==> src/cartesian_to_spherical_top_assert.svh <==
// Assertion macros shared by the cartesian to spherical converter.
// Each macro expands to a concurrent assertion, or to nothing in synthesis.
`ifndef CARTESIAN_TO_SPHERICAL_TOP_ASSERT_SVH
`define CARTESIAN_TO_SPHERICAL_TOP_ASSERT_SVH
`ifndef SYNTHESIS
`define C2S_ASSERT_IMPLY(label, clk, rst_n, ante, cons, msg) \
    label: assert property (@(posedge clk) disable iff (!rst_n) (ante) |-> (cons)) \
        else $error(msg);
`define C2S_ASSERT_NEXT(label, clk, rst_n, ante, cons, msg) \
    label: assert property (@(posedge clk) disable iff (!rst_n) (ante) |=> (cons)) \
        else $error(msg);
`else
`define C2S_ASSERT_IMPLY(label, clk, rst_n, ante, cons, msg)
`define C2S_ASSERT_NEXT(label, clk, rst_n, ante, cons, msg)
`endif
`endif

==> src/c2s_pkg.sv <==
// Package of the cartesian to spherical converter: widths, constants and step functions.
// Used by every module of the block; depends on nothing.
package c2s_pkg;

    // Input coordinate width and the fraction bits that bring it to a 32-bit scale.
    localparam int COORD_WIDTH = 24;
    localparam int FRAC_BITS   = 32 - COORD_WIDTH;

    // Squares and the square-root pipeline.
    localparam int SQ_W      = 2 * COORD_WIDTH;
    localparam int SQ_IN_W   = (2 * COORD_WIDTH + 4 > 64) ? 2 * COORD_WIDTH + 4 : 64;
    localparam int ROOT_W    = SQ_IN_W / 2;
    localparam int REM_W     = ROOT_W + 2;

    // CORDIC operands, datapath and angle accumulator (radians, Q32).
    localparam int CORDIC_STEPS = 32;
    localparam int CS_IDX_W     = $clog2(CORDIC_STEPS);
    localparam int OPD_W        = 35;
    localparam int PRESCALE     = 22;
    localparam int CORD_W       = 59;
    localparam int ANG_W        = 36;

    localparam logic signed [ANG_W-1:0] HALF_PI = 36'sd6746518852;
    localparam logic signed [ANG_W-1:0] PI_Q32  = 36'sd13493037704;

    // atan(2^-i) in radians, Q32, rounded to nearest.
    localparam logic [31:0] ATAN_TAB [CORDIC_STEPS] = '{
        32'd3373259426, 32'd1991351318, 32'd1052175346, 32'd534100635,
        32'd268086748,  32'd134174063,  32'd67103403,   32'd33553749,
        32'd16777131,   32'd8388597,    32'd4194303,    32'd2097152,
        32'd1048576,    32'd524288,     32'd262144,     32'd131072,
        32'd65536,      32'd32768,      32'd16384,      32'd8192,
        32'd4096,       32'd2048,       32'd1024,       32'd512,
        32'd256,        32'd128,        32'd64,         32'd32,
        32'd16,         32'd8,          32'd4,          32'd2
    };

    // Radians Q32 to degrees Q8.8: times 14667776, divided by 1000 * 2^32, rounded.
    localparam int DEG_W      = 24;
    localparam int M_LO       = 18;
    localparam int SUM_W      = 60;
    localparam int T_W        = 27;
    localparam int K_W        = 27;
    localparam int Q_W        = 17;
    localparam int DIV_W      = 10;
    localparam int RES_W      = 17;
    localparam int RECIP_SH   = 36;
    localparam int DEG_STAGES = 6;
    localparam logic [DEG_W-1:0] DEG_NUM  = 24'd14667776;
    localparam logic [SUM_W-1:0] DEG_HALF = 60'd2147483648000;
    localparam logic [K_W-1:0]   RECIP_K  = 27'd68719476;
    localparam logic [DIV_W-1:0] DEG_DIV  = 10'd1000;

    typedef struct packed {
        logic [REM_W-1:0]  rem;
        logic [ROOT_W-1:0] root;
    } c2s_sq_t;

    typedef struct packed {
        logic signed [OPD_W-1:0] opp;
        logic signed [OPD_W-1:0] adj;
    } c2s_vec_t;

    typedef struct packed {
        logic signed [CORD_W-1:0] cx;
        logic signed [CORD_W-1:0] cy;
        logic signed [ANG_W-1:0]  ang;
    } c2s_lane_t;

    // One digit of the restoring square root.
    function automatic c2s_sq_t sqrt_step(input logic [REM_W-1:0] rem,
                                          input logic [ROOT_W-1:0] root,
                                          input logic [1:0] pair);
        logic [REM_W-1:0] cur;
        logic [REM_W-1:0] trial;
        c2s_sq_t r;
        cur   = {rem[REM_W-3:0], pair};
        trial = {root, 2'b01};
        if (cur >= trial) begin
            r.rem  = cur - trial;
            r.root = {root[ROOT_W-2:0], 1'b1};
        end else begin
            r.rem  = cur;
            r.root = {root[ROOT_W-2:0], 1'b0};
        end
        return r;
    endfunction

    // Coordinate scaled to the 32-bit range and sign extended.
    function automatic logic signed [OPD_W-1:0] scale_coord(
            input logic signed [COORD_WIDTH-1:0] c);
        logic signed [OPD_W-1:0] r;
        r = OPD_W'(c);
        r = r <<< FRAC_BITS;
        return r;
    endfunction

    // Operand widened to the datapath and multiplied by 2^22.
    function automatic logic signed [CORD_W-1:0] widen(input logic signed [OPD_W-1:0] v);
        logic signed [CORD_W-1:0] r;
        r = CORD_W'(v);
        r = r <<< PRESCALE;
        return r;
    endfunction

    // Axis cases and the quarter turn into the right half plane.
    function automatic c2s_lane_t cordic_pre(input c2s_vec_t v);
        c2s_lane_t r;
        r.cx  = '0;
        r.cy  = '0;
        r.ang = '0;
        if (v.opp == '0) begin
            r.ang = v.adj[OPD_W-1] ? PI_Q32 : '0;
        end else if (v.adj == '0) begin
            r.ang = v.opp[OPD_W-1] ? -HALF_PI : HALF_PI;
        end else if (v.adj[OPD_W-1]) begin
            if (!v.opp[OPD_W-1]) begin
                r.cx  = widen(v.opp);
                r.cy  = widen(-v.adj);
                r.ang = HALF_PI;
            end else begin
                r.cx  = widen(-v.opp);
                r.cy  = widen(v.adj);
                r.ang = -HALF_PI;
            end
        end else begin
            r.cx = widen(v.adj);
            r.cy = widen(v.opp);
        end
        return r;
    endfunction

    // One vectoring rotation; a lane whose opposite side is zero has finished.
    function automatic c2s_lane_t cordic_iter(input c2s_lane_t s, input int i);
        logic signed [CORD_W-1:0] dx;
        logic signed [CORD_W-1:0] dy;
        logic signed [ANG_W-1:0]  da;
        c2s_lane_t r;
        dx = s.cy >>> i;
        dy = s.cx >>> i;
        da = $signed({{(ANG_W-32){1'b0}}, ATAN_TAB[i[CS_IDX_W-1:0]]});
        r  = s;
        if (s.cy != '0) begin
            if (!s.cy[CORD_W-1]) begin
                r.cx  = s.cx + dx;
                r.cy  = s.cy - dy;
                r.ang = s.ang + da;
            end else begin
                r.cx  = s.cx - dx;
                r.cy  = s.cy + dy;
                r.ang = s.ang - da;
            end
        end
        return r;
    endfunction

endpackage

==> src/c2s_deg.sv <==
// Radians Q32 to degrees Q8.8 for both angles, ending in the output registers.
// Depends on c2s_pkg.
module c2s_deg (
    input  logic                               clk,
    input  logic                               rst_n,
    input  logic                               en,
    input  logic                               vld_in,
    input  logic signed [c2s_pkg::ANG_W-1:0]   ang_pol,
    input  logic signed [c2s_pkg::ANG_W-1:0]   ang_azi,
    input  logic [c2s_pkg::COORD_WIDTH-1:0]    mag_in,
    output logic                               vld_out,
    output logic [c2s_pkg::COORD_WIDTH-1:0]    magnitude,
    output logic [15:0]                        polar_angle,
    output logic signed [c2s_pkg::RES_W-1:0]   azimuth
);
    import c2s_pkg::*;

    localparam int M_W    = ANG_W - 1;
    localparam int PLO_W  = M_LO + DEG_W;
    localparam int PHI_W  = M_W - M_LO + DEG_W;
    localparam int PROD_W = Q_W + DIV_W;

    logic                   valid_reg [DEG_STAGES];
    logic [COORD_WIDTH-1:0] mag_reg   [DEG_STAGES];
    logic [1:0]             sign_reg  [DEG_STAGES];

    logic signed [ANG_W-1:0] ang_in    [2];
    logic [M_W-1:0]          m_next    [2];
    logic [M_W-1:0]          m_reg     [2];
    logic [PLO_W-1:0]        plo_next  [2];
    logic [PHI_W-1:0]        phi_next  [2];
    logic [PLO_W-1:0]        plo_reg   [2];
    logic [PHI_W-1:0]        phi_reg   [2];
    logic [SUM_W-1:0]        sum_next  [2];
    logic [T_W-1:0]          t2_reg    [2];
    logic [T_W-1:0]          t3_reg    [2];
    logic [T_W-1:0]          t4_reg    [2];
    logic [T_W+K_W-1:0]      qp_next   [2];
    logic [Q_W-1:0]          q0_reg    [2];
    logic [Q_W-1:0]          q0b_reg   [2];
    logic [PROD_W-1:0]       prod_next [2];
    logic [PROD_W-1:0]       prod_reg  [2];
    logic [T_W-1:0]          rem_next  [2];
    logic [Q_W-1:0]          q_next    [2];
    logic signed [RES_W-1:0] res_next  [2];
    logic signed [RES_W-1:0] res_reg   [2];
    logic [1:0]              sign_next;

    assign ang_in[0] = ang_pol;
    assign ang_in[1] = ang_azi;
    assign sign_next = {ang_azi[ANG_W-1], ang_pol[ANG_W-1]};

    // Datapath of each lane: magnitude, split product, rounding, divide by 1000, sign.
    always_comb
    begin
        for (int l = 0; l < 2; l++)
        begin
            m_next[l]    = ang_in[l][ANG_W-1] ? M_W'(-ang_in[l]) : ang_in[l][M_W-1:0];
            plo_next[l]  = m_reg[l][M_LO-1:0] * DEG_NUM;
            phi_next[l]  = m_reg[l][M_W-1:M_LO] * DEG_NUM;
            sum_next[l]  = SUM_W'({phi_reg[l], {M_LO{1'b0}}}) + SUM_W'(plo_reg[l]) + DEG_HALF;
            qp_next[l]   = t2_reg[l] * RECIP_K;
            prod_next[l] = q0_reg[l] * DEG_DIV;
            rem_next[l]  = t4_reg[l] - T_W'(prod_reg[l]);
            q_next[l]    = q0b_reg[l] + Q_W'(rem_next[l] >= T_W'(DEG_DIV));
            res_next[l]  = sign_reg[4][l] ? -$signed(RES_W'(q_next[l]))
                                          : $signed(RES_W'(q_next[l]));
        end
    end

    // Valid bits of the six stages.
    always_ff @(posedge clk or negedge rst_n)
    begin
        if (!rst_n)
        begin
            for (int k = 0; k < DEG_STAGES; k++)
            begin
                valid_reg[k] <= 1'b0;
            end
        end
        else if (en)
        begin
            valid_reg[0] <= vld_in;
            for (int k = 1; k < DEG_STAGES; k++)
            begin
                valid_reg[k] <= valid_reg[k-1];
            end
        end
    end

    // Stage payload.
    always_ff @(posedge clk)
    begin
        if (en)
        begin
            mag_reg[0]  <= mag_in;
            sign_reg[0] <= sign_next;
            for (int k = 1; k < DEG_STAGES; k++)
            begin
                mag_reg[k]  <= mag_reg[k-1];
                sign_reg[k] <= sign_reg[k-1];
            end
            for (int l = 0; l < 2; l++)
            begin
                m_reg[l]    <= m_next[l];
                plo_reg[l]  <= plo_next[l];
                phi_reg[l]  <= phi_next[l];
                t2_reg[l]   <= sum_next[l][32 +: T_W];
                t3_reg[l]   <= t2_reg[l];
                q0_reg[l]   <= qp_next[l][RECIP_SH +: Q_W];
                t4_reg[l]   <= t3_reg[l];
                q0b_reg[l]  <= q0_reg[l];
                prod_reg[l] <= prod_next[l];
                res_reg[l]  <= res_next[l];
            end
        end
    end

    assign vld_out     = valid_reg[DEG_STAGES-1];
    assign magnitude   = mag_reg[DEG_STAGES-1];
    assign polar_angle = res_reg[0][15:0];
    assign azimuth     = res_reg[1];

endmodule

==> config.mk <==
export PLATFORM = sky130hd
export DESIGN_NAME = c2s_deg
export DESIGN_NICKNAME = d
export VERILOG_FILES = /design/src/cartesian_to_spherical_top_assert.svh /design/src/c2s_pkg.sv /design/src/c2s_deg.sv
export SDC_FILE = /design/constraint.sdc
export NUM_CORES = 2
export LEC_CHECK = 0
export ABC_AREA = 1
export BUFFER_PORTS_ARGS = -buffer_cell sky130_fd_sc_hd__buf_2
export CORE_UTILIZATION = 35
export DETAILED_ROUTE_END_ITERATION = 7
export GPL_TIMING_DRIVEN = 0
export HOLD_SLACK_MARGIN = 0.12
export PLACE_DENSITY = 0.56
export SLEW_MARGIN = 20
export SYNTH_ARGS = -nofsm -noshare
export SYNTH_HDL_FRONTEND = slang
export SYNTH_SLANG_ARGS = --single-unit
==> constraint.sdc <==
create_clock -name clk -period 6.3 [get_ports clk]
set_clock_uncertainty 0.1 [all_clocks]
set_input_delay 0.945 -clock clk [delete_from_list [all_inputs] [get_ports clk]]
set_output_delay 0.945 -clock clk [all_outputs]
set_load 0.02 [all_outputs]
# After elaboration in Yosys (flattened, before gate mapping)
# Memories as Yosys holds them, arrays and structs flattened.
# Index checks and enable logic that the tools add are counted.
[classes]
magnitude_cmp = 2
mul = 8
n_addsub = 12
muxes = 6
[op_table]
columns = ["cell", "n"]
rows = [
  ["adder 59 x 41 -> 59 bit, second input constant", 2],
  ["adder 59 x 42 -> 59 bit", 2],
  ["multiplier 27 x 25 -> 51 bit, second input constant", 2],
  ["two-way mux 35 bit", 2],
  ["negation 35 bit", 2],
  ["multiplier 18 x 12 -> 30 bit, second input constant", 2],
  ["multiplier 17 x 12 -> 29 bit, second input constant", 2],
  [">= comparator 27 x 10 -> 1 bit, second input constant", 2],
  ["subtractor 27 bit", 2],
  ["multiplier 17 x 7 -> 24 bit, second input constant", 2],
  ["adder 17 x 1 -> 17 bit", 2],
  ["two-way mux 17 bit", 2],
  ["negation 17 bit", 2],
  ["two-way mux 1 bit", 2],
]
[word_totals]
output_inout_bits = 58
input_bits = 100
mem_count = 12
regBits = 6
mem_bits_rw = 656
[mem_list]
columns = ["memory", "words", "word_bits", "read_ports", "rd_ports_with_merged_regs", "wr", "line_no", "rtl"]
rows = [
  ["mag_reg", 6, 24, 6, 0, 6, "c2s_deg.sv:24", "logic [COORD_WIDTH-1:0] mag_reg [DEG_STAGES];"],
  ["m_reg", 2, 35, 2, 0, 2, "c2s_deg.sv:29", "logic [M_W-1:0] m_reg [2];"],
  ["plo_reg", 2, 30, 2, 0, 2, "c2s_deg.sv:32", "logic [PLO_W-1:0] plo_reg [2];"],
  ["phi_reg", 2, 29, 2, 0, 2, "c2s_deg.sv:33", "logic [PHI_W-1:0] phi_reg [2];"],
  ["t2_reg", 2, 27, 2, 0, 2, "c2s_deg.sv:35", "logic [T_W-1:0] t2_reg [2];"],
  ["t3_reg", 2, 27, 2, 0, 2, "c2s_deg.sv:36", "logic [T_W-1:0] t3_reg [2];"],
  ["6 more memories", "--", "--", "--", "--", "--", "--", ""],
]

# Longest topological paths before layout
# An unclocked memory read counts as a cell.
[logic_depth]
word_depth = 6
ltp_mapped = 33
depth_no_buf = 33

# Worst setup path before layout
# Ideal clock, no wire load.
[synth_path]
path_kind = "register -> register"
start = "mem t2_reg[1][25] (netlist: t2_reg[0][52])"
end = "mem q0_reg[1][12] (netlist: q0_reg[0][29]) (data pin)"
setup_slack_ns = 0.829
stages_incl_launch_ff = 22
arrival_ns = 5.118
period_less_slack_ns = 5.471
setup_time_ns = 0.252
n_path_buf = 0
path_cell_list = "edfxtp_1 -> inv_1 -> ha_1 -> fa_1 -> inv_1 -> ha_1 -> fa_1 -> fa_1 -> fa_1 -> inv_1 -> fa_1 -> inv_1 -> ha_1 -> nand2_1 -> nor2_1 -> inv_1 -> nor4_1 -> nand4_1 -> nand3_1 -> nand2_1 -> nand3_1 -> nand2_1"
[synth_lines]
columns = ["item", "line_no", "rtl"]
rows = [
  ["start: declaration", "c2s_deg.sv:35", ""],
  ["end: declaration", "c2s_deg.sv:39", "logic [Q_W-1:0] q0_reg [2];"],
]

==> results.py <==
metrics = {
    "detailed_routing": {
        "viasPerCell": 4.62,
        "wl_um": 174000,
        "drcViolationCount": 0,
        "wl_per_cell_um": 15.8,
        "final_antenna_net_count": 0,
        "dr.pass1.iters": 5,
        "drt_iter0_markers": 2285,
        "vias": 50680,
    },
    "worst_setup_path": {
        "critPathMaxFanout": 7,
        "cp_common_cell": "fa_1",
        "setup.worst_path.class": "register to register",
        "worstSetupEndpointType": "register",
        "slowest_stage": "fa_1",
        "critPathTopFamily": "adder cells",
        "worstSetupStartpointType": "register",
        "arrival_ps": 6480,
        "r2r_slack_ps": 130,
        "path_buf_inv": 5,
        "critPathRequiredTime_ps": 6610,
        "crit_chain": "buf_4, buf_4, ha_1, fa_1, ha_1, fa_1, fa_1, fa_1, inv_1, fa_1, inv_1, ha_1, nand2_1, inv_1, a21boi_0, o21ai_0, o21ai_0, nand3_1, xor2_1",
        "slowest_delay_ps": 520,
    },
    "clock_network": {
        "clock-sinks": 612,
        "clk_pin_slew_ps": 60,
        "cts_buffers": 77,
        "clock-root-buffer": "clkbuf_16",
        "clk_latency_ps": 710,
        "clk_path_buf_depth": 3,
        "cts_tree": "done",
        "h-tree-depth": 3,
    },
    "placement": {
        "dp_cells": 10688,
        "gp_congestion": 0.917,
        "io_buffers": 157,
        "hpwl_um": 146000,
    },
    "yosys": {
        "synth_adder_area_share_pct": 44.7,
        "yosys_warnings": 0,
        "synth_area_per_cell_um2": 9.59,
        "synth-edff-count": 606,
        "synth-compound-area-share_pct": 5.42,
        "synth.area.mux_share_pct": 0,
        "synth_top_family_by_area": "adder cells",
        "async_flop_share_pct": 0.980,
        "synth-xor-area-share_pct": 3.69,
        "yosysUniqueCellTypes": 52,
        "synthCells": 7720,
        "synth-simple-area-share_pct": 10.7,
        "ys_ff_latch": 612,
        "synthesis.nets": 9900,
        "yosysSeqAreaShare_pct": 24.8,
        "synth_area_um2": 74000,
        "ys.flop_type": "edfxtp_1",
    },
    "floorplanning": {
        "die_w_um": 462,
        "num_rows": 168,
        "start_util_pct": 35.3,
        "io-pin-count": 158,
        "die_h_um": 462,
        "die_area_um2": 213000,
        "core_area_um2": 210000,
    },
    "timing": {
        "hold_viol_final": 0,
        "tightest_slew_ps": 826,
        "period_needed_ps": 6170,
        "post-route-period-util_pct": 97.9,
        "maxSlewViolCount": 0,
        "rsz0062_at_grt": "false",
        "setup_violations": 0,
        "relSlewSlack_pct": 44.9,
        "max_freq_mhz": 162,
    },
    "grt": {
        "met1_usage_pct": 22.1,
        "grt_pass1_wl_um": 281000,
        "antenna_found_initial": 5,
        "first_global_vias": 54034,
        "grt.overflow.total": 0,
        "top_usage_layer": "met2",
        "grt_use_total_pct": 16.6,
        "grt_max_degree": 107,
        "grtUsageMet3_pct": 2.55,
        "use_met2_pct": 28.1,
    },
    "run_status": {
        "status": "completed",
    },
    "cells_and_area": {
        "final_cells": 10965,
        "final_nets": 10274,
        "drive_gt1_share_pct": 5.76,
        "fin_util_pct": 39.2,
        "syn_to_final_growth_pct": 11.1,
        "largest_reg_flops": 144,
    },
    "worst_hold_path": {
        "holdCritPathClass": "register to register",
    },
    "job": {
        "max_cap_viol_count": 0,
    },
}
## worst register-to-register path, stage by stage (launching register included)
cell and delay (ps):
edfxtp_1 510, buf_4 220, buf_4 200, ha_1 330
fa_1 450, ha_1 300, fa_1 490, fa_1 520
fa_1 500, inv_1 50, fa_1 470, inv_1 60
ha_1 310, nand2_1 190, inv_1 60, a21boi_0 350
o21ai_0 180, o21ai_0 250, nand3_1 180, xor2_1 180
## cell usage after synthesis, types with 3 or more instances
library cell  instances  area [um2]
a21o_1               34         255
o211ai_1              8        60.1
a211oi_1             12        90.1
xor2_2                3        48.8
nand3b_1             16         120
a31oi_1              35         219
a21boi_0             12        90.1
o21bai_1             24         180
nand2_2               8        50.1
o31ai_1               4        30.0
a21boi_1              3        22.5
and2_1                4        25.0
nor2_2                6        37.5
nand3_2               3        30.0
nand4_1              77         482
or2_2                 3        18.8
inv_1              2107        7910
nor4_1               19         119
clkbuf_1              8        30.0
dfrtp_1               6         150
nor3_2                4        40.0
nand3_1             221        1110
xor2_1              213        1870
nor2_1              458        1720
nor3_1               85         425
xnor2_1              93         815
edfxtp_1            606       18200
a21oi_1             323        1620
ha_1               1140       14300
o21ai_0             215        1080
o21a_1               23         173
nand2_1             966        3630
nor2_4                3        33.8
o21ai_1               8        40.0
o21ai_2               7        61.3
fa_1                940       18800
## cell usage in the layout (no fill, tap or decap), types with 17 or more instances in the layout
master and count:
nand2_1 965, nand3_1 221, o21bai_1 24, nor2_1 457, xor2_1 213, nand4_1 77
clkbuf_16 80, a21oi_1 323, xnor2_1 93, buf_4 119, nor3_1 84, o21a_1 23
inv_1 2107, buf_2 156, fa_1 940, a31oi_1 34, clkbuf_1 17, ha_1 1140
a21o_1 34, edfxtp_1 606, o21ai_0 215
## stage by stage
step	cell area, um2	worst slack (ps)	hold WS [ps]	setup TNS, ps
finish	82200	132	283	0
global route	82200	1.33	262	0
CTS	81500	29.1	247	0
detailed placement	78500	-344	305	-2050
global placement	78300	-5310	300	-3135880
floorplan	74000	829	300	0
## kinds of logic (layout without fill, tap and decap cells)
logic type / count (synthesis) / after routing
buffers and inverters: 2119 / 2556
adder cells (fa/ha/maj): 2080 / 2080
AND/OR/NAND/NOR: 1881 / 1881
AO/OA/AOI/OAI: 719 / 719
flip-flops: 612 / 612
XOR/XNOR: 309 / 309
other: 0 / 3
## metal layers
| layer | up-vias | wire, um |
|---|---|---|
| li1 | 25086 | - |
| met1 | 24503 | 81100 |
| met2 | 856 | 81700 |
| met3 | 227 | 6890 |
| met4 | 8 | 3980 |
| met5 | - | 79 |
## final timing paths
kind	to	cells past startpoint	start
hold reg to reg	t4_reg[0][1]	0	t3_reg[0][1]
setup reg to reg	q0_reg[0][14]	19	t2_reg[0][25]
setup / recovery	q0_reg[0][14]	19	t2_reg[0][25]
min in group asynchronous	vld_out	2	rst_n
hold / removal	t4_reg[0][1]	0	t3_reg[0][1]
max in group asynchronous	valid_reg[3]	2	rst_n
## area by class of cell
cell class | count | area [um2]
Fill cell | 20823 | 128000
Multi-Input combinational cell | 4989 | 47800
Sequential cell | 612 | 18300
Inverter | 2110 | 7920
Tap cell | 2805 | 3510
Timing Repair Buffer | 295 | 2100
Clock buffer | 89 | 2040
Clock inverter | 53 | 493
Buffer | 9 | 41.3
Antenna cell | 3 | 7.51
## what timing repair did
item / in CTS / in global routing
setup buffers: 53 / 78
setup endpoints to repair: 20 / 24
endpoints found under the hold margin: 6 / 0
resized for setup: 1 / 8
hold buffers: 1 / 0
Power is left out: the tool's default activity adds up to more than one toggle a clock period on the data nets, which glitch-free logic cannot reach.
